<file path="src/hhs_pkg.sv">
`default_nettype none
package hhs_pkg;

    localparam int unsigned CNT_W    = 16;
    localparam int unsigned TEMP_W   = 10;
    localparam int unsigned EBASE_W  = 15;
    localparam int unsigned CFG_IDX_W = 3;
    localparam int unsigned CFG_DAT_W = 16;

    localparam logic [TEMP_W-1:0] COOL_TEMP = 10'd70;
    localparam logic [CNT_W-1:0]  CNT_MAX   = 16'hFFFF;

    localparam logic             RST_SLEEP_EN    = 1'b1;
    localparam logic [CNT_W-1:0] RST_SLEEP_DELAY = 16'd60000;
    localparam logic [TEMP_W-1:0] RST_MAX_TEMP   = 10'd550;
    localparam logic [TEMP_W-1:0] RST_MIN_TEMP   = 10'd50;
    localparam logic [TEMP_W-1:0] RST_MIN_AIR    = 10'd10;
    localparam logic [EBASE_W-1:0] RST_ERR_BASE  = 15'd1000;
    localparam logic [CNT_W-1:0] RST_SETTLE      = 16'd300;

    typedef enum logic [CFG_IDX_W-1:0] {
        CFG_SLEEP_EN    = 3'd0,
        CFG_SLEEP_DELAY = 3'd1,
        CFG_MAX_TEMP    = 3'd2,
        CFG_MIN_TEMP    = 3'd3,
        CFG_MIN_AIR     = 3'd4,
        CFG_ERR_BASE    = 3'd5,
        CFG_SETTLE      = 3'd6
    } t_cfg_idx;

    typedef enum logic {
        MODE_SLEEP = 1'b0,
        MODE_WORK  = 1'b1
    } t_mode;

    typedef enum logic [1:0] {
        FAULT_OK   = 2'd0,
        FAULT_OVER = 2'd1,
        FAULT_LOW  = 2'd2,
        FAULT_FAN  = 2'd3
    } t_fault;

    typedef struct packed {
        logic               sleep_en;
        logic [CNT_W-1:0]   sleep_delay;
        logic [TEMP_W-1:0]  max_temp;
        logic [TEMP_W-1:0]  min_temp;
        logic [TEMP_W-1:0]  min_air;
        logic [EBASE_W-1:0] err_base;
        logic [CNT_W-1:0]   settle;
    } t_cfg;

    typedef struct packed {
        logic              handle_lifted;
        logic [TEMP_W-1:0] heater_temp;
        logic [TEMP_W-1:0] airflow;
    } t_item;

    typedef struct packed {
        t_mode  working;
        t_fault fault_code;
        logic   relay_closed;
        logic   heater_ready;
    } t_result;

    function automatic logic [CNT_W-1:0] sat_inc(input logic [CNT_W-1:0] v);
        return (v == CNT_MAX) ? v : v + 16'd1;
    endfunction

endpackage
`default_nettype wire

</file>
<file path="src/hhs_if.sv">
`default_nettype none
interface hhs_in_if;
    logic       valid;
    logic       ready;
    logic       handle_lifted;
    logic [9:0] heater_temp;
    logic [9:0] airflow;

    modport source (output valid, handle_lifted, heater_temp, airflow, input ready);
    modport sink   (input valid, handle_lifted, heater_temp, airflow, output ready);
endinterface

interface hhs_out_if;
    logic       valid;
    logic       ready;
    logic       working;
    logic [1:0] fault_code;
    logic       relay_closed;
    logic       heater_ready;

    modport source (output valid, working, fault_code, relay_closed, heater_ready,
                    input ready);
    modport sink   (input valid, working, fault_code, relay_closed, heater_ready,
                    output ready);
endinterface
`default_nettype wire

</file>
<file path="src/hhs_core.sv">
`default_nettype none
module hhs_core
    import hhs_pkg::*;
(
    input  wire logic    i_clk,
    input  wire logic    i_rst_n,
    input  wire logic    i_accept,
    input  wire t_item   i_item,
    input  wire t_cfg    i_cfg,
    output t_result      o_result
);

    t_mode             r_mode,        n_mode;
    logic [CNT_W-1:0]  r_sleep_cnt,   n_sleep_cnt;
    logic [CNT_W-1:0]  r_fault_cnt,   n_fault_cnt;
    logic              r_fault_latch, n_fault_latch;
    t_fault            r_fault_kind,  n_fault_kind;
    logic              r_relay,       n_relay;
    logic              r_ready,       n_ready;
    logic [CNT_W-1:0]  r_settle,      n_settle;

    always_ff @(posedge i_clk) begin
        if (!i_rst_n) begin
            r_mode        <= MODE_SLEEP;
            r_sleep_cnt   <= '0;
            r_fault_cnt   <= '0;
            r_fault_latch <= 1'b0;
            r_fault_kind  <= FAULT_OK;
            r_relay       <= 1'b0;
            r_ready       <= 1'b0;
            r_settle      <= RST_SETTLE;
        end else if (i_accept) begin
            r_mode        <= n_mode;
            r_sleep_cnt   <= n_sleep_cnt;
            r_fault_cnt   <= n_fault_cnt;
            r_fault_latch <= n_fault_latch;
            r_fault_kind  <= n_fault_kind;
            r_relay       <= n_relay;
            r_ready       <= n_ready;
            r_settle      <= n_settle;
        end
    end

    always_comb begin
        logic             lifted;
        logic             rest_sleep;
        logic [CNT_W-1:0] sc_inc;
        logic [CNT_W-1:0] fc_mode;
        logic [CNT_W-1:0] fc_inc;
        t_fault           kind;
        logic             trip;

        lifted     = i_item.handle_lifted;
        rest_sleep = !lifted && i_cfg.sleep_en;

        // mode machine
        n_mode      = r_mode;
        n_sleep_cnt = r_sleep_cnt;
        fc_mode     = r_fault_cnt;
        sc_inc      = sat_inc(r_sleep_cnt);
        unique case (r_mode)
            MODE_SLEEP: begin
                if (!rest_sleep) begin
                    n_mode = MODE_WORK;
                end
                fc_mode = '0;
            end
            MODE_WORK: begin
                if (rest_sleep && (i_item.heater_temp <= COOL_TEMP)) begin
                    if (sc_inc > i_cfg.sleep_delay) begin
                        n_mode      = MODE_SLEEP;
                        n_sleep_cnt = '0;
                    end else begin
                        n_sleep_cnt = sc_inc;
                    end
                end
            end
            default: begin
                n_mode = MODE_SLEEP;
            end
        endcase

        // fault monitor
        n_fault_cnt   = fc_mode;
        n_fault_latch = r_fault_latch;
        n_fault_kind  = r_fault_kind;
        fc_inc        = sat_inc(fc_mode);
        if (i_item.heater_temp >= i_cfg.max_temp) begin
            kind = FAULT_OVER;
        end else if (i_item.heater_temp <= i_cfg.min_temp) begin
            kind = FAULT_LOW;
        end else if (i_item.airflow < i_cfg.min_air) begin
            kind = FAULT_FAN;
        end else begin
            kind = FAULT_OK;
        end
        if (kind == FAULT_OVER) begin
            trip = fc_inc > {2'b0, i_cfg.err_base[EBASE_W-1:1]};
        end else begin
            trip = fc_inc > {i_cfg.err_base, 1'b0};
        end
        if (r_fault_latch) begin
            if (rest_sleep) begin
                n_fault_kind  = FAULT_OK;
                n_fault_cnt   = '0;
                n_fault_latch = 1'b0;
            end
        end else if (rest_sleep || kind == FAULT_OK) begin
            n_fault_cnt = '0;
        end else if (trip) begin
            n_fault_kind  = kind;
            n_fault_latch = 1'b1;
            n_fault_cnt   = '0;
        end else begin
            n_fault_cnt = fc_inc;
        end

        // relay and settle countdown
        n_relay  = r_relay;
        n_ready  = r_ready;
        n_settle = r_settle;
        if (n_mode == MODE_SLEEP || n_fault_kind != FAULT_OK) begin
            n_relay  = 1'b0;
            n_ready  = 1'b0;
            n_settle = i_cfg.settle;
        end else if (lifted) begin
            n_relay = 1'b1;
            if (!r_ready) begin
                if (r_settle <= 16'd1) begin
                    n_ready  = 1'b1;
                    n_settle = i_cfg.settle;
                end else begin
                    n_settle = r_settle - 16'd1;
                end
            end
        end

        o_result.working      = n_mode;
        o_result.fault_code   = n_fault_kind;
        o_result.relay_closed = n_relay;
        o_result.heater_ready = n_ready;
    end

endmodule
`default_nettype wire

</file>
<file path="src/heater_handle_supervisor.sv">
`default_nettype none
// channel  dir  fields                                          bits
// i_in     in   handle_lifted, heater_temp, airflow              1, 10, 10
// o_out    out  working, fault_code, relay_closed, heater_ready  1, 2, 1, 1
// i_cfg_*  in   we, idx (register index), wdata                  1, 3, 16
//
// One beat in per cycle while i_in.ready is high; its result is registered
// and valid the next cycle if the output entry is free, else it waits in the
// skid. With two entries (register plus skid), ready drops only when both are
// full. Synchronous active-low reset restores register defaults, clears state.
module heater_handle_supervisor
    import hhs_pkg::*;
(
    input  wire logic                 i_clk,
    input  wire logic                 i_rst_n,
    hhs_in_if.sink                    i_in,
    hhs_out_if.source                 o_out,
    input  wire logic                 i_cfg_we,
    input  wire logic [CFG_IDX_W-1:0] i_cfg_idx,
    input  wire logic [CFG_DAT_W-1:0] i_cfg_wdata
);

    t_cfg    r_cfg;
    t_item   item;
    t_result result;
    t_result r_out,        n_out;
    t_result r_skid,       n_skid;
    logic    r_out_valid,  n_out_valid;
    logic    r_skid_valid, n_skid_valid;
    logic    in_acc;
    logic    out_take;

    always_ff @(posedge i_clk) begin
        if (!i_rst_n) begin
            r_cfg.sleep_en    <= RST_SLEEP_EN;
            r_cfg.sleep_delay <= RST_SLEEP_DELAY;
            r_cfg.max_temp    <= RST_MAX_TEMP;
            r_cfg.min_temp    <= RST_MIN_TEMP;
            r_cfg.min_air     <= RST_MIN_AIR;
            r_cfg.err_base    <= RST_ERR_BASE;
            r_cfg.settle      <= RST_SETTLE;
        end else if (i_cfg_we) begin
            unique case (t_cfg_idx'(i_cfg_idx))
                CFG_SLEEP_EN:    r_cfg.sleep_en    <= i_cfg_wdata[0];
                CFG_SLEEP_DELAY: r_cfg.sleep_delay <= i_cfg_wdata;
                CFG_MAX_TEMP:    r_cfg.max_temp    <= i_cfg_wdata[TEMP_W-1:0];
                CFG_MIN_TEMP:    r_cfg.min_temp    <= i_cfg_wdata[TEMP_W-1:0];
                CFG_MIN_AIR:     r_cfg.min_air     <= i_cfg_wdata[TEMP_W-1:0];
                CFG_ERR_BASE:    r_cfg.err_base    <= i_cfg_wdata[EBASE_W-1:0];
                CFG_SETTLE:      r_cfg.settle      <= i_cfg_wdata;
                default: begin
                end
            endcase
        end
    end

    assign item.handle_lifted = i_in.handle_lifted;
    assign item.heater_temp   = i_in.heater_temp;
    assign item.airflow       = i_in.airflow;

    assign i_in.ready = !r_skid_valid;
    assign in_acc     = i_in.valid && !r_skid_valid;
    assign out_take   = r_out_valid && o_out.ready;

    hhs_core u_core (
        .i_clk    (i_clk),
        .i_rst_n  (i_rst_n),
        .i_accept (in_acc),
        .i_item   (item),
        .i_cfg    (r_cfg),
        .o_result (result)
    );

    always_comb begin
        n_out        = r_out;
        n_skid       = r_skid;
        n_out_valid  = r_out_valid;
        n_skid_valid = r_skid_valid;
        if (out_take) begin
            if (r_skid_valid) begin
                n_out        = r_skid;
                n_skid_valid = 1'b0;
            end else if (in_acc) begin
                n_out = result;
            end else begin
                n_out_valid = 1'b0;
            end
        end else if (in_acc) begin
            if (r_out_valid) begin
                n_skid       = result;
                n_skid_valid = 1'b1;
            end else begin
                n_out       = result;
                n_out_valid = 1'b1;
            end
        end
    end

    always_ff @(posedge i_clk) begin
        if (!i_rst_n) begin
            r_out_valid  <= 1'b0;
            r_skid_valid <= 1'b0;
        end else begin
            r_out_valid  <= n_out_valid;
            r_skid_valid <= n_skid_valid;
        end
    end

    always_ff @(posedge i_clk) begin
        r_out  <= n_out;
        r_skid <= n_skid;
    end

    assign o_out.valid        = r_out_valid;
    assign o_out.working      = r_out.working;
    assign o_out.fault_code   = r_out.fault_code;
    assign o_out.relay_closed = r_out.relay_closed;
    assign o_out.heater_ready = r_out.heater_ready;

    a_skid_needs_out: assert property (@(posedge i_clk) disable iff (!i_rst_n)
        r_skid_valid |-> r_out_valid)
        else $error("skid entry held without output entry");

    a_ready_implies_relay: assert property (@(posedge i_clk) disable iff (!i_rst_n)
        (r_out_valid && r_out.heater_ready) |-> r_out.relay_closed)
        else $error("heater ready with relay open");

    a_relay_needs_ok: assert property (@(posedge i_clk) disable iff (!i_rst_n)
        (r_out_valid && r_out.relay_closed) |->
            (r_out.working == MODE_WORK && r_out.fault_code == FAULT_OK))
        else $error("relay closed while sleeping or faulted");

    a_full_blocks_input: assert property (@(posedge i_clk) disable iff (!i_rst_n)
        (r_out_valid && r_skid_valid && !o_out.ready) |=> $stable(r_skid))
        else $error("skid entry overwritten");

endmodule
`default_nettype wire
</file>
<file path="src/flat_wrapper.sv">
// flat-port wrapper written by rule: the top's interface ports become plain ports
module heater_handle_supervisor_flat import hhs_pkg::*;
  (i_clk, i_rst_n, i_cfg_we, i_cfg_idx, i_cfg_wdata, i_in_valid, i_in_handle_lifted, i_in_heater_temp, i_in_airflow, i_in_ready, o_out_valid, o_out_working, o_out_fault_code, o_out_relay_closed, o_out_heater_ready, o_out_ready);
  hhs_in_if i_in_i ();
  hhs_out_if o_out_i ();
  input  wire logic i_clk;
  input  wire logic i_rst_n;
  input  wire logic i_cfg_we;
  input  wire logic [CFG_IDX_W-1:0] i_cfg_idx;
  input  wire logic [CFG_DAT_W-1:0] i_cfg_wdata;
  input wire logic [$bits(i_in_i.valid)-1:0] i_in_valid;
  input wire logic [$bits(i_in_i.handle_lifted)-1:0] i_in_handle_lifted;
  input wire logic [$bits(i_in_i.heater_temp)-1:0] i_in_heater_temp;
  input wire logic [$bits(i_in_i.airflow)-1:0] i_in_airflow;
  output wire logic [$bits(i_in_i.ready)-1:0] i_in_ready;
  output wire logic [$bits(o_out_i.valid)-1:0] o_out_valid;
  output wire logic [$bits(o_out_i.working)-1:0] o_out_working;
  output wire logic [$bits(o_out_i.fault_code)-1:0] o_out_fault_code;
  output wire logic [$bits(o_out_i.relay_closed)-1:0] o_out_relay_closed;
  output wire logic [$bits(o_out_i.heater_ready)-1:0] o_out_heater_ready;
  input wire logic [$bits(o_out_i.ready)-1:0] o_out_ready;
  assign i_in_i.valid = i_in_valid;
  assign i_in_i.handle_lifted = i_in_handle_lifted;
  assign i_in_i.heater_temp = i_in_heater_temp;
  assign i_in_i.airflow = i_in_airflow;
  assign i_in_ready = i_in_i.ready;
  assign o_out_valid = o_out_i.valid;
  assign o_out_working = o_out_i.working;
  assign o_out_fault_code = o_out_i.fault_code;
  assign o_out_relay_closed = o_out_i.relay_closed;
  assign o_out_heater_ready = o_out_i.heater_ready;
  assign o_out_i.ready = o_out_ready;
  heater_handle_supervisor u_core (.i_clk(i_clk), .i_rst_n(i_rst_n), .i_in(i_in_i), .o_out(o_out_i), .i_cfg_we(i_cfg_we), .i_cfg_idx(i_cfg_idx), .i_cfg_wdata(i_cfg_wdata));
endmodule
</file>
<file path="config.mk">
export PLATFORM = sky130hd
export DESIGN_NAME = heater_handle_supervisor_flat
export DESIGN_NICKNAME = d
export VERILOG_FILES = /design/src/hhs_pkg.sv /design/src/hhs_if.sv /design/src/hhs_core.sv /design/src/heater_handle_supervisor.sv /design/src/flat_wrapper.sv
export SDC_FILE = /design/constraint.sdc
export NUM_CORES = 1
export LEC_CHECK = 0
export BUFFER_PORTS_ARGS = -buffer_cell sky130_fd_sc_hd__buf_2
export CAP_MARGIN = 10
export CORE_MARGIN = 2
export CORE_UTILIZATION = 60
export CTS_CLUSTER_DIAMETER = 30
export DETAILED_ROUTE_END_ITERATION = 6
export PLACE_DENSITY = 0.79
export SETUP_SLACK_MARGIN = 0.3
export SLEW_MARGIN = 20
export SYNTH_ARGS = -nofsm -noshare
export SYNTH_HDL_FRONTEND = slang
export SYNTH_SLANG_ARGS = --single-unit
</file>
<file path="constraint.sdc">
create_clock -name i_clk -period 9.8 [get_ports i_clk]
set_clock_uncertainty 0.1 [all_clocks]
set_input_delay 0.98 -clock i_clk [delete_from_list [all_inputs] [get_ports i_clk]]
set_output_delay 0.98 -clock i_clk [all_outputs]
set_load 0.01 [all_outputs]
</file>
; Yosys cells after proc, flatten, opt, wreduce, memory -nomap -nowiden
; Index checks and enable logic that the tools add are counted.
[op_classes]
add_sub_neg = 3
magnitude_cmp = 8
n_eq_ne = 13
n_mux = 42
bitwise_logic = 4
n_reduce_logical = 28
[ops]
columns = op, count
row1 = 2-to-1 mux 16 bit, 12
row2 = adder 16 x 1 -> 16 bit (second input constant), 2
row3 = equality test 16 bit (second input constant), 2
row4 = > comparator 16 bit, 2
row5 = 2-to-1 mux 5 bit, 5
row6 = 2-to-1 mux 1 bit, 17
row7 = > comparator 16 x 14 -> 1 bit, 1
row8 = less-or-equal comparator 16 x 1 -> 1 bit (second input constant), 1
row9 = AND reduction 2 bit, 8
row10 = subtractor 16 x 1 -> 16 bit (second input constant), 1
row11 = AND reduction 3 bit, 5
row12 = 2-to-1 mux 2 bit, 7
row13 = greater-or-equal comparator 10 bit, 1
row14 = less-or-equal comparator 10 bit, 1
row15 = less-or-equal comparator 10 x 7 -> 1 bit (second input constant), 1
row16 = less-than comparator 10 bit, 1
row17 = equality test 3 bit (second input constant), 3
row18 = nonzero test 2 bit, 4
row19 = equality test 3 x 2 -> 1 bit (second input constant), 2
row20 = != test 2 bit (second input constant), 3
row21 = logical AND 1 bit, 4
row22 = inverter 1 bit, 4
row23 = equality test 3 x 1 -> 1 bit (second input constant), 1
row24 = zero test 3 bit, 1
row25 = 7 further kinds, 9
[word_totals]
register_bits = 144
inputBits = 45
word_cells = 123

; Longest topological paths before layout
; Gate-level depths: netlist of the first run.
[depth]
word_depth = 15
mapped_depth = 25

; Cells and area by module
; From an unflattened synthesis of the first run, not the netlist that was laid out.
[unflattened]
cells_unflattened = 1040
area_unflattened_um2 = 9027.4
[modules_own_cells]
columns = module, instances, cells_each, area_each_um2
row1 = hhs_core, 1, 712, 5459.0
row2 = heater_handle_supervisor, 1, 328, 3568.4

; Worst setup path before layout of the first run
; Ideal clock, no wire load.
[synth_timing]
path_type = reg-to-reg
startpoint = register u_core.u_core.r_mode
endpoint = register u_core.u_core.r_settle[3]
setup_ns = 0.137
arrival_ns = 5.054
slack_ns = 4.508
path_stages_with_launch = 25
path_cell_list = dfxtp_1 > buf_4 > nand2_1 > inv_1 > ha_1 > nand4_1 > or3_4 > nor2_2 > or4_1 > buf_4 > or3_1 > a21boi_0 > ha_1 > nand2_1 > o21ai_0 > a2111oi_0 > nor2_1 > a311o_1 > a211o_1 > a32oi_4 > and2_4 > buf_12 > buf_4 > mux2i_1 > a32oi_1
[synth_via]
elab_chain_len = 12
word_cells_on_any_way = 19
classes_between = add/sub: 1 / order compare: 2 / eq/ne: 2 / mux: 8 / bitwise: 2 / reduce/logical: 4
[synth_rtl]
columns = element, line_no
row1 = start: declaration, hhs_core.sv:13  ; t_mode r_mode, n_mode;
row2 = start signal: assignment, hhs_core.sv:33  ; r_mode <= n_mode;
row3 = 2-to-1 mux 16 bit, hhs_core.sv:61  ; unique case (r_mode)
row4 = adder 16 x 1 -> 16 bit / equality test 16 bit (equally long branches), hhs_pkg.sv:67  ; return (v == CNT_MAX) ? v : v + 16'd1;
row5 = 2-to-1 mux 16 bit, hhs_pkg.sv:67
row6 = > comparator 16 bit / > comparator 16 x 14 -> 1 bit (equally long branches), "hhs_core.sv:100, hhs_core.sv:98"
row7 = 2-to-1 mux 1 bit, hhs_core.sv:97  ; if (kind == FAULT_OVER) begin
row8 = 2-to-1 mux 2 bit, hhs_core.sv:110  ; end else if (trip) begin
row9 = 2-to-1 mux 2 bit, hhs_core.sv:108  ; end else if (rest_sleep || kind == FAULT_OK) begin
row10 = 2-to-1 mux 2 bit, hhs_core.sv:102  ; if (r_fault_latch) begin
row11 = nonzero test 2 bit, hhs_core.sv:122  ; if (n_mode == MODE_SLEEP || n_fault_kind != FAULT_OK) begin
row12 = logical OR 1 bit (*), hhs_core.sv:122
row13 = != test 2 x 1 -> 1 bit (no source line) / nonzero test 2 bit (equally long branches), -
row14 = AND reduction 3 bit (no source line), -
row15 = end signal: assignment, hhs_core.sv:40  ; r_settle <= n_settle;
row16 = end: declaration, hhs_core.sv:20  ; logic [CNT_W-1:0] r_settle, n_settle;
; Every way passes the cells marked *; elsewhere a longest branch is shown, timed or not.
; A chain may end at the register's enable or synchronous reset.

; Worst setup path in the final report of the first run
[layout_timing]
startpoint = register u_core.u_core.r_mode
endpoint = register u_core.u_core.r_settle[1]
; Same word-level chain as after synthesis.

==> results of run 1 <==
==> area by class of cell <==
type / count / area [µm²] / area share, %
Tap cell: 180 / 225 / 2.38
Sequential cell: 144 / 2980 / 31.5
Clock inverter: 12 / 169 / 1.78
Timing Repair Buffer: 56 / 293 / 3.09
Clock buffer: 20 / 478 / 5.04
Multi-Input combinational cell: 817 / 5040 / 53.2
Inverter: 77 / 289 / 3.05
==> stage by stage <==
step	total power (W)	instance area, µm²	cells
after floorplan	0.000738	8500	1082
after global placement	0.000783	8820	1274
after detailed placement	0.000786	8820	1274
after CTS	0.00149	9470	1306
after global routing	0.00153	9480	1306
final	0.00148	9480	1306
==> registers in the layout, indices dropped and copies added (netlist names) <==
name and count:
u_core.o_out.heater_ready 1, u_core.r_skid 5, u_core.u_core.r_sleep_cnt 16, u_core.u_core.r_fault_cnt 16, u_core.u_core.r_ready 1, u_core.o_out.fault_code 2, u_core.o_out.working 1, u_core.o_out.relay_closed 1
u_core.u_core.r_mode 1, u_core.o_out.valid 1, u_core.u_core.r_fault_latch 1, u_core.u_core.r_relay 1, u_core.u_core.r_fault_kind 2, u_core.r_cfg 78, u_core.r_skid_valid 1, u_core.u_core.r_settle 16
==> worst register-to-register path, delay by kind of cell, from the launching register on <==
kind,cells,cell delay (ps)
adder cells (fa/ha/maj),2,530
flip-flops,1,860
buffers and inverters,1,210
AO/OA/AOI/OAI,6,2090
AND/OR/NAND/NOR,11,3120
XOR/XNOR,1,140
==> synth_stat cells (all sizes together), types with 2 or more instances <==
cell type  instances  share of area, %
a2111oi            4              0.63
a211oi            13               1.1
a21boi             9              0.79
a21o               7              0.62
a21oi             95               5.6
a221oi             2              0.21
a22oi             22               1.9
a31oi              8              0.59
a32o               2              0.24
a32oi              5              0.74
and2              11              0.84
and3              13              0.96
and4               8              0.82
buf                6              0.60
clkbuf            38               1.7
dfxtp            134                32
edfxtp            10               3.5
ha                76                11
inv               77               3.4
mux2i             14               1.6
nand2            203               9.0
nand2b            12              0.88
nand3             43               2.5
nand3b             2              0.18
nand4             18               1.4
nand4b             2              0.21
nor2              72               3.2
nor2b             17               1.3
nor3              31               1.8
nor4               4              0.29
o2111ai            3              0.31
o211ai            23               2.0
o21a               8              0.71
o21ai             34               2.0
o22ai              6              0.44
o31ai              6              0.53
or2                2              0.15
or3                7              0.57
xnor2             14               1.4
xor2               8              0.82
==> final timing paths <==
| check | start | end |
|---|---|---|
| min | u_core.r_cfg[28] | u_core.r_cfg[28] |
| min reg2reg | u_core.r_cfg[28] | u_core.r_cfg[28] |
| max reg2reg | u_core.u_core.r_mode | u_core.u_core.r_settle[1] |
| max | u_core.u_core.r_mode | u_core.u_core.r_settle[1] |
==> cell families (layout without fill, tap and decap cells) <==
group,after synthesis,after routing,synth area share (%)
muxes,15,15,1.78
DFF,144,144,35.1
and+or+nand+nor,448,448,24.4
buffers and inverters,121,165,5.70
xor gates and xnor gates,22,22,2.27
adders and majority gates,76,76,11.2
AOI/OAI and AO/OA,256,256,19.6
==> metal layers <==
layer / wire [µm] / vias up / GRT usage, %
met5: 0 / - / 0
met4: 733 / 0 / 12.8
met3: 1410 / 64 / 7.75
met2: 10200 / 246 / 50.2
met1: 9750 / 3683 / 38.5
li1: - / 3892 / -
==> cell usage in the layout, fill, tap and decap left out, types with 23 or more instances in the layout <==
master    Yosys  final
inv_1        76     76
ha_1         76     76
nor2_1       71     69
nand2_1     203    203
buf_2         1     51
dfxtp_1     134    134
o211ai_1     23     23
nor3_1       31     30
o21ai_0      31     31
a21oi_1      95     95
nand3_1      43     43
==> where the power goes <==
group	leakage (nW)	total (W)	switching, W	internal, W
clock network	0.319	0.000707	0.000271	0.000435
logic	2.40	0.000154	0.000100	0.0000537
registers	1.18	0.000622	0.0000133	0.000609
==> impl_metrics.py, run 1 <==
metrics = {
    "clocking": {
        "worstSkewPairLatency_ps": 430,
        "cts.sinks": 144,
        "cts.path.max_buffers": 2,
        "cts-buffers-inserted": 17,
        "cts_setup_buffers": 0,
        "cts.reportedPaths.clkPinSlew_ps": 60,
        "cts_tree": "yes",
        "hold_buffers": 0,
        "htreeDepth": 4,
        "cts-resized-gates": 0,
        "cts-root-buf": "clkbuf_16",
    },
    "final_layout": {
        "layout.nets": 1234,
        "diodes": 0,
        "area_growth_pct": 11.5,
        "fillers": 1187,
        "final_core_util_pct": 68.3,
        "drive_gt1_share_pct": 9.41,
    },
    "global_route": {
        "antenna_found_initial": 0,
        "grt_max_degree": 50,
        "grt_pass1_vias": 7397,
        "grt_pass1_wl_um": 36000,
        "grt_overflow": 0,
        "grt_use_total_pct": 30.7,
    },
    "setup_path": {
        "endpoint_kind": "flop",
        "worstSetupPathDepth": 21,
        "crit_type": "reg2reg",
        "r2r_slack_ps": 2670,
        "critPathRequiredTime_ps": 10040,
        "crit_buf_inv": 1,
        "crit_chain": "nand2_1 > inv_1 > ha_1 > nand4_1 > or3_4 > nor2_2 > or4_1 > nor2_1 > xor2_1 > and2_1 > ha_1 > nand4_1 > nor4_1 > o2111ai_1 > nand3_1 > o211ai_1 > o21ai_0 > a32oi_4 > a41oi_2 > nand2_1 > o22ai_1",
        "cp_slowest_cell": "a41oi_2",
        "startpoint_type": "flop",
        "cp.arrival_ps": 7370,
        "crit_fanout": 28,
        "r2r_cells": 21,
        "critPathTopFamily": "simple AND/OR/NAND/NOR gates",
        "max_stage_delay_ps": 910,
    },
    "sta": {
        "hold_viol": 0,
        "period_needed_ps": 7130,
        "whs_ps": 354,
        "fmaxAchievable_ghz": 0.140,
        "final-max-slew-violation-count": 0,
        "rsz0062_at_grt": "no",
        "setup_violations": 0,
        "setup_slack_ps": 2670,
        "setup_tns_ps": 0,
        "post-route-period-util_pct": 72.8,
        "slew_headroom_pct": 28.2,
        "tightest_slew_ps": 1080,
    },
    "synthesis": {
        "avgSynthCellArea_um2": 7.86,
        "synth_seq_cells": 144,
        "synth_top_flop_cell": "dfxtp_1",
        "synth_nets": 1203,
        "ys_types": 66,
        "synth-edff-count": 10,
        "syn_inst": 1082,
        "synth-warning-count": 0,
        "yosysSeqAreaShare_pct": 35.1,
        "synth_area_mm2": 0.00850,
        "synthArstFlopShare_pct": 0,
    },
    "detailed_routing": {
        "drc_errors": 0,
        "drtPass1Iterations": 5,
        "drtIter0Drc": 530,
        "vias": 7885,
        "ant_nets": 0,
        "avgRoutedWirePerCell_um": 16.9,
        "routed_wl_um": 22100,
        "avgViaCountPerCell": 6.04,
    },
    "worst_hold_path": {
        "holdPathStages": 2,
        "min_path_type": "reg2reg",
    },
    "placement": {
        "place.port_buffers": 51,
        "place_hpwl_um": 15500,
        "dp_slack_ps": 2780,
        "gp_congestion": 0.907,
    },
    "die": {
        "rows": 43,
        "fp.dieH_um": 123,
        "core_area_mm2": 0.0139,
        "ios": 52,
        "dieArea_mm2": 0.0151,
        "fp.dieW_um": 123,
        "floorplan.initialDensity_pct": 61.2,
    },
    "status": {
        "status": "finished clean",
    },
    "run": {
        "drv_cap": 0,
    },
    "power": {
        "power_density_mw_per_mm2": 156,
        "p_leak_nw": 3.89,
        "ir_worst_vdd_v": 0.000117,
    },
}
No activity file was read; power rests on OpenSTA's default activity.
==> run 2: changes to the inputs <==
==> constraint.sdc (replaced) <==
create_clock -name i_clk -period 7.21 [get_ports i_clk]
set_clock_uncertainty 0.1 [all_clocks]
set_input_delay 0.721 -clock i_clk [delete_from_list [all_inputs] [get_ports i_clk]]
set_output_delay 0.721 -clock i_clk [all_outputs]
set_load 0.01 [all_outputs]
==> impl_metrics.py, run 2 (synthesis results as in run 1) <==
metrics = {
    "detailed_routing": {
        "drc_errors": 0,
        "drtPass1Iterations": 7,
        "ant_nets": 0,
        "vias": 7788,
        "avgViaCountPerCell": 5.95,
        "avgRoutedWirePerCell_um": 16.7,
        "drtIter0Drc": 738,
        "routed_wl_um": 21800,
    },
    "final_layout": {
        "fillers": 1157,
        "layout_common_cells": "nand2_1, dfxtp_1, a21oi_1, inv_1, ha_1",
        "drive_gt1_share_pct": 9.39,
        "multi_input_area_mm2": 0.00503,
        "area_growth_pct": 10.7,
        "final_common_cell": "nand2_1",
        "register_area_mm2": 0.00298,
        "largest_reg_flops": 78,
        "diodes": 0,
        "largest_register": "u_core.r_cfg",
        "final_cells": 1309,
        "design_area_mm2": 0.00941,
        "layout.nets": 1238,
    },
    "sta": {
        "slew_headroom_pct": 28.7,
        "final-max-slew-violation-count": 0,
        "tightest_slew_ps": 1070,
        "period_needed_ps": 6400,
        "rsz0062_at_grt": "no",
        "fmaxAchievable_ghz": 0.156,
        "setup_violations": 0,
        "hold_viol": 0,
        "setup_tns_ps": 0,
        "post-route-period-util_pct": 88.8,
    },
    "die": {
        "dieArea_mm2": 0.0151,
        "rows": 43,
        "floorplan.initialDensity_pct": 61.2,
        "fp.dieH_um": 123,
        "core_area_mm2": 0.0139,
        "ios": 52,
        "fp.dieW_um": 123,
    },
    "power": {
        "clockPowerShare_pct": 44.5,
        "fin_total_pwr_w": 0.00190,
        "internal_power_w": 0.00138,
        "power_frac_comb_pct": 11.2,
        "power.switching_w": 0.000523,
        "switching_share_pct": 27.5,
        "ir_worst_vdd_v": 0.000204,
        "p_seq_share_pct": 44.3,
        "p_leak_nw": 3.87,
        "power_density_mw_per_mm2": 202,
    },
    "clocking": {
        "cts-buffers-inserted": 17,
        "cts-root-buf": "clkbuf_16",
        "worstSkewPairLatency_ps": 430,
        "cts.reportedPaths.clkPinSlew_ps": 60,
        "htreeDepth": 4,
        "cts-resized-gates": 0,
        "cts.sinks": 144,
        "cts_setup_buffers": 0,
        "cts_tree": "yes",
        "cts.path.max_buffers": 2,
        "hold_buffers": 0,
    },
    "setup_path": {
        "max_stage_delay_ps": 760,
        "cp_slowest_cell": "nor4_1",
        "crit_chain": "nand2_1 > inv_1 > ha_1 > nand4_1 > or3_4 > nor2_2 > or4_1 > nor2_1 > xor2_1 > and2_1 > ha_1 > nand4_1 > nor4_1 > o2111ai_1 > nand3_1 > o211ai_1 > o21ai_0 > a32oi_4 > a41oi_2 > buf_6 > nand2_1 > o22ai_1",
        "endpoint_kind": "flop",
        "critPathRequiredTime_ps": 7450,
        "crit_fanout": 16,
        "crit_type": "reg2reg",
        "cp.arrival_ps": 6640,
        "startpoint_type": "flop",
    },
    "global_route": {
        "grt_use_total_pct": 30.3,
        "grt_pass1_wl_um": 35600,
        "grt_pass1_vias": 7231,
        "grt_overflow": 0,
        "grt_max_degree": 53,
        "antenna_found_initial": 0,
    },
    "placement": {
        "dpl_cell_area_mm2": 0.00884,
        "placedCellCount": 1277,
        "gp_congestion": 0.919,
        "place.port_buffers": 51,
        "place_hpwl_um": 15600,
    },
    "worst_hold_path": {
        "min_path_type": "reg2reg",
    },
    "run": {
        "drv_cap": 0,
    },
    "status": {
        "status": "finished clean",
    },
}
## run 2: final timing paths
path,to,slack [ps],depth (start not counted),startpoint
min reg2reg,u_core.r_cfg[64],350,2,u_core.r_cfg[64]
min,u_core.r_cfg[64],350,2,u_core.r_cfg[64]
max,u_core.u_core.r_settle[1],810,22,u_core.u_core.r_mode
max reg2reg,u_core.u_core.r_settle[1],810,22,u_core.u_core.r_mode
## run 2: area by class of cell
class	instances	area share, %
inverter	77	3.07
multi-input combinational	817	53.5
timing repair buffer	60	3.47
sequential	144	31.7
clock inverter	14	1.40
tap	180	2.39
clock buffer	17	4.52
## run 2: metal layers
layer	GRT usage (%)	wire, µm	vias to the layer above
met4	10.7	503	0
met1	39.7	9840	3625
met5	0	0	-
met2	50.0	10300	231
li1	-	-	3892
met3	5.63	1240	40
## run 2: critical path, delay by kind of cell (launching register included)
kind                     cells  cell delay (ps)
buffers and inverters        2              420
XOR/XNOR                     1              140
AND/OR/NAND/NOR             11             2890
AO/OA/AOI/OAI                6             1670
flip-flops                   1              580
adder cells (fa/ha/maj)      2              510
## run 2: power groups by stage
stage	Combinational, W	Sequential [W]	Clock, W
after floorplan	0.000145	0.000857	0
after global placement	0.000205	0.000860	0
after detailed placement	0.000208	0.000861	0
after CTS	0.000209	0.000844	0.000851
after global routing	0.000237	0.000846	0.000889
final	0.000212	0.000844	0.000848
## run 2: through the flow
stage               worst slack (ps)  util, %  hold slack, ps
floorplan                       1920        -             332
global placement                 862     63.7             342
detailed placement               622     63.7             346
CTS                              576     67.7             355
global route                     417     67.8             375
finish                           805     67.8             355
==> run 3: changes to the inputs <==
--- a/config.mk
+++ b/config.mk
@@ -12,6 +12,7 @@
 export CTS_CLUSTER_DIAMETER = 30
 export DETAILED_ROUTE_END_ITERATION = 6
 export PLACE_DENSITY = 0.79
+export RECOVER_POWER = 50
 export SETUP_SLACK_MARGIN = 0.3
 export SLEW_MARGIN = 20
 export SYNTH_ARGS = -nofsm -noshare
==> impl_metrics.py, run 3 (synthesis results as in run 1) <==
metrics = {
    "setup_path": {
        "startpoint_type": "flop",
        "crit_fanout": 16,
        "crit_chain": "nand2_1 > inv_1 > ha_1 > nand4_1 > or3_4 > nor2_2 > or4_1 > nor2_1 > xor2_1 > and2_1 > ha_1 > nand4_1 > nor4_1 > o2111ai_1 > nand3_1 > o211ai_1 > o21ai_0 > a32oi_4 > a41oi_2 > buf_6 > nand2_1 > o22ai_1",
        "cp-startpoint": "u_core.u_core.r_mode",
        "max_stage_delay_ps": 710,
        "critPathTopFamily": "simple AND/OR/NAND/NOR gates",
        "rr_startpoint": "u_core.u_core.r_mode",
        "crit_buf_inv": 2,
        "r2r_cells": 22,
        "crit_type": "reg2reg",
        "endpoint_kind": "flop",
        "cp_slowest_cell": "nor4_1",
        "worstSetupPathDepth": 22,
        "critPathRequiredTime_ps": 7450,
        "cp.arrival_ps": 6700,
    },
    "clocking": {
        "worstSkewPairLatency_ps": 430,
        "cts_setup_buffers": 0,
        "cts.sinks": 144,
        "hold_buffers": 0,
        "cts_tree": "yes",
        "cts-buffers-inserted": 17,
        "cts.reportedPaths.clkPinSlew_ps": 60,
        "cts-root-buf": "clkbuf_16",
        "htreeDepth": 4,
        "cts.path.max_buffers": 2,
        "cts-resized-gates": 0,
    },
    "sta": {
        "tightest_slew_ps": 2490,
        "setup_tns_ps": 0,
        "rsz0062_at_grt": "no",
        "period_needed_ps": 6460,
        "setup_violations": 0,
        "slew_headroom_pct": -66.0,
        "hold_viol": 0,
        "fmaxAchievable_ghz": 0.155,
        "post-route-period-util_pct": 89.6,
        "final-max-slew-violation-count": 99,
    },
    "power": {
        "power_density_mw_per_mm2": 203,
        "ir_worst_vdd_v": 0.000204,
        "fin_total_pwr_w": 0.00190,
        "p_leak_nw": 3.84,
    },
    "final_layout": {
        "drive_gt1_share_pct": 8.33,
        "diodes": 0,
        "layout.nets": 1238,
        "area_growth_pct": 10.5,
        "layout_common_cells": "nand2_1, dfxtp_1, a21oi_1, inv_1, ha_1",
        "largest_reg_flops": 78,
        "final_common_cell": "nand2_1",
        "largest_register": "u_core.r_cfg",
    },
    "detailed_routing": {
        "drtIter0Drc": 741,
        "ant_nets": 0,
        "routed_wl_um": 21800,
        "drc_errors": 0,
        "avgRoutedWirePerCell_um": 16.7,
        "avgViaCountPerCell": 5.96,
        "vias": 7805,
        "drtPass1Iterations": 7,
    },
    "die": {
        "fp.dieW_um": 123,
        "core_area_mm2": 0.0139,
        "dieArea_mm2": 0.0151,
        "rows": 43,
        "ios": 52,
        "floorplan.initialDensity_pct": 61.2,
        "fp.dieH_um": 123,
    },
    "placement": {
        "place_hpwl_um": 15600,
        "gp_congestion": 0.919,
        "place.port_buffers": 51,
    },
    "global_route": {
        "grt_pass1_wl_um": 35600,
        "grt_overflow": 0,
        "grt_pass1_vias": 7231,
        "antenna_found_initial": 0,
        "grt_max_degree": 53,
        "grt_use_total_pct": 30.3,
    },
    "worst_hold_path": {
        "hp-start": "u_core.r_cfg[64]",
        "holdPathStages": 2,
        "min_path_type": "reg2reg",
    },
    "run": {
        "drv_cap": 2,
    },
    "status": {
        "status": "finished, violations left",
        "violations": "capacitance limit, slew limit",
    },
}
## run 3: tightest hold or removal path, delay by kind of cell, from the launching register on
kind,cells,cell delay (ps)
DFF,1,310
and+or+nand+nor,1,50
AOI/OAI and AO/OA,1,50
## run 3: through the flow
stage / hold slack [ps] / instance area, µm² / util [%] / std cells / setup WS (ps)
2_1_floorplan: 332 / 8500 / - / 1082 / 1920
3_3_place_gp: 342 / 8840 / 63.7 / 1277 / 862
3_5_place_dp: 346 / 8840 / 63.7 / 1277 / 622
4_1_cts: 355 / 9400 / 67.7 / 1308 / 576
5_1_grt: 375 / 9390 / 67.7 / 1309 / 348
6_report: 355 / 9390 / 67.7 / 1309 / 748
## run 3: report_power, final
group	leakage (nW)	internal [W]	switching (W)
Clock	0.273	0.000479	0.000370
Sequential	1.18	0.000828	0.0000165
Combinational	2.38	0.0000735	0.000137
Total	3.84	0.00138	0.000524
## run 3: cell type report
cell class | count | area [µm²]
clock buffers | 17 | 425
inverters | 77 | 289
clock inverters | 14 | 131
repair buffers | 60 | 305
flip-flops and latches | 144 | 2980
multi-input cells | 817 | 5030
fillers | 1164 | 4490
well taps | 180 | 225
## run 3: metal layers
layer,wire length (µm),share of wire [%],global-route usage [%],vias to the layer above
met2,10200,47,50.0,269
met5,0,0,0,-
met4,488,2.2,10.7,0
met3,1480,6.8,5.63,39
met1,9680,44,39.7,3604
li1,-,-,-,3893
## run 3: final timing paths
| path | to | slack [ps] |
|---|---|---|
| worst min register to register | u_core.r_cfg[64] | 350 |
| worst max register to register | u_core.u_core.r_settle[1] | 750 |
| worst min-delay path | u_core.r_cfg[64] | 350 |
| worst max-delay path | u_core.u_core.r_settle[1] | 750 |
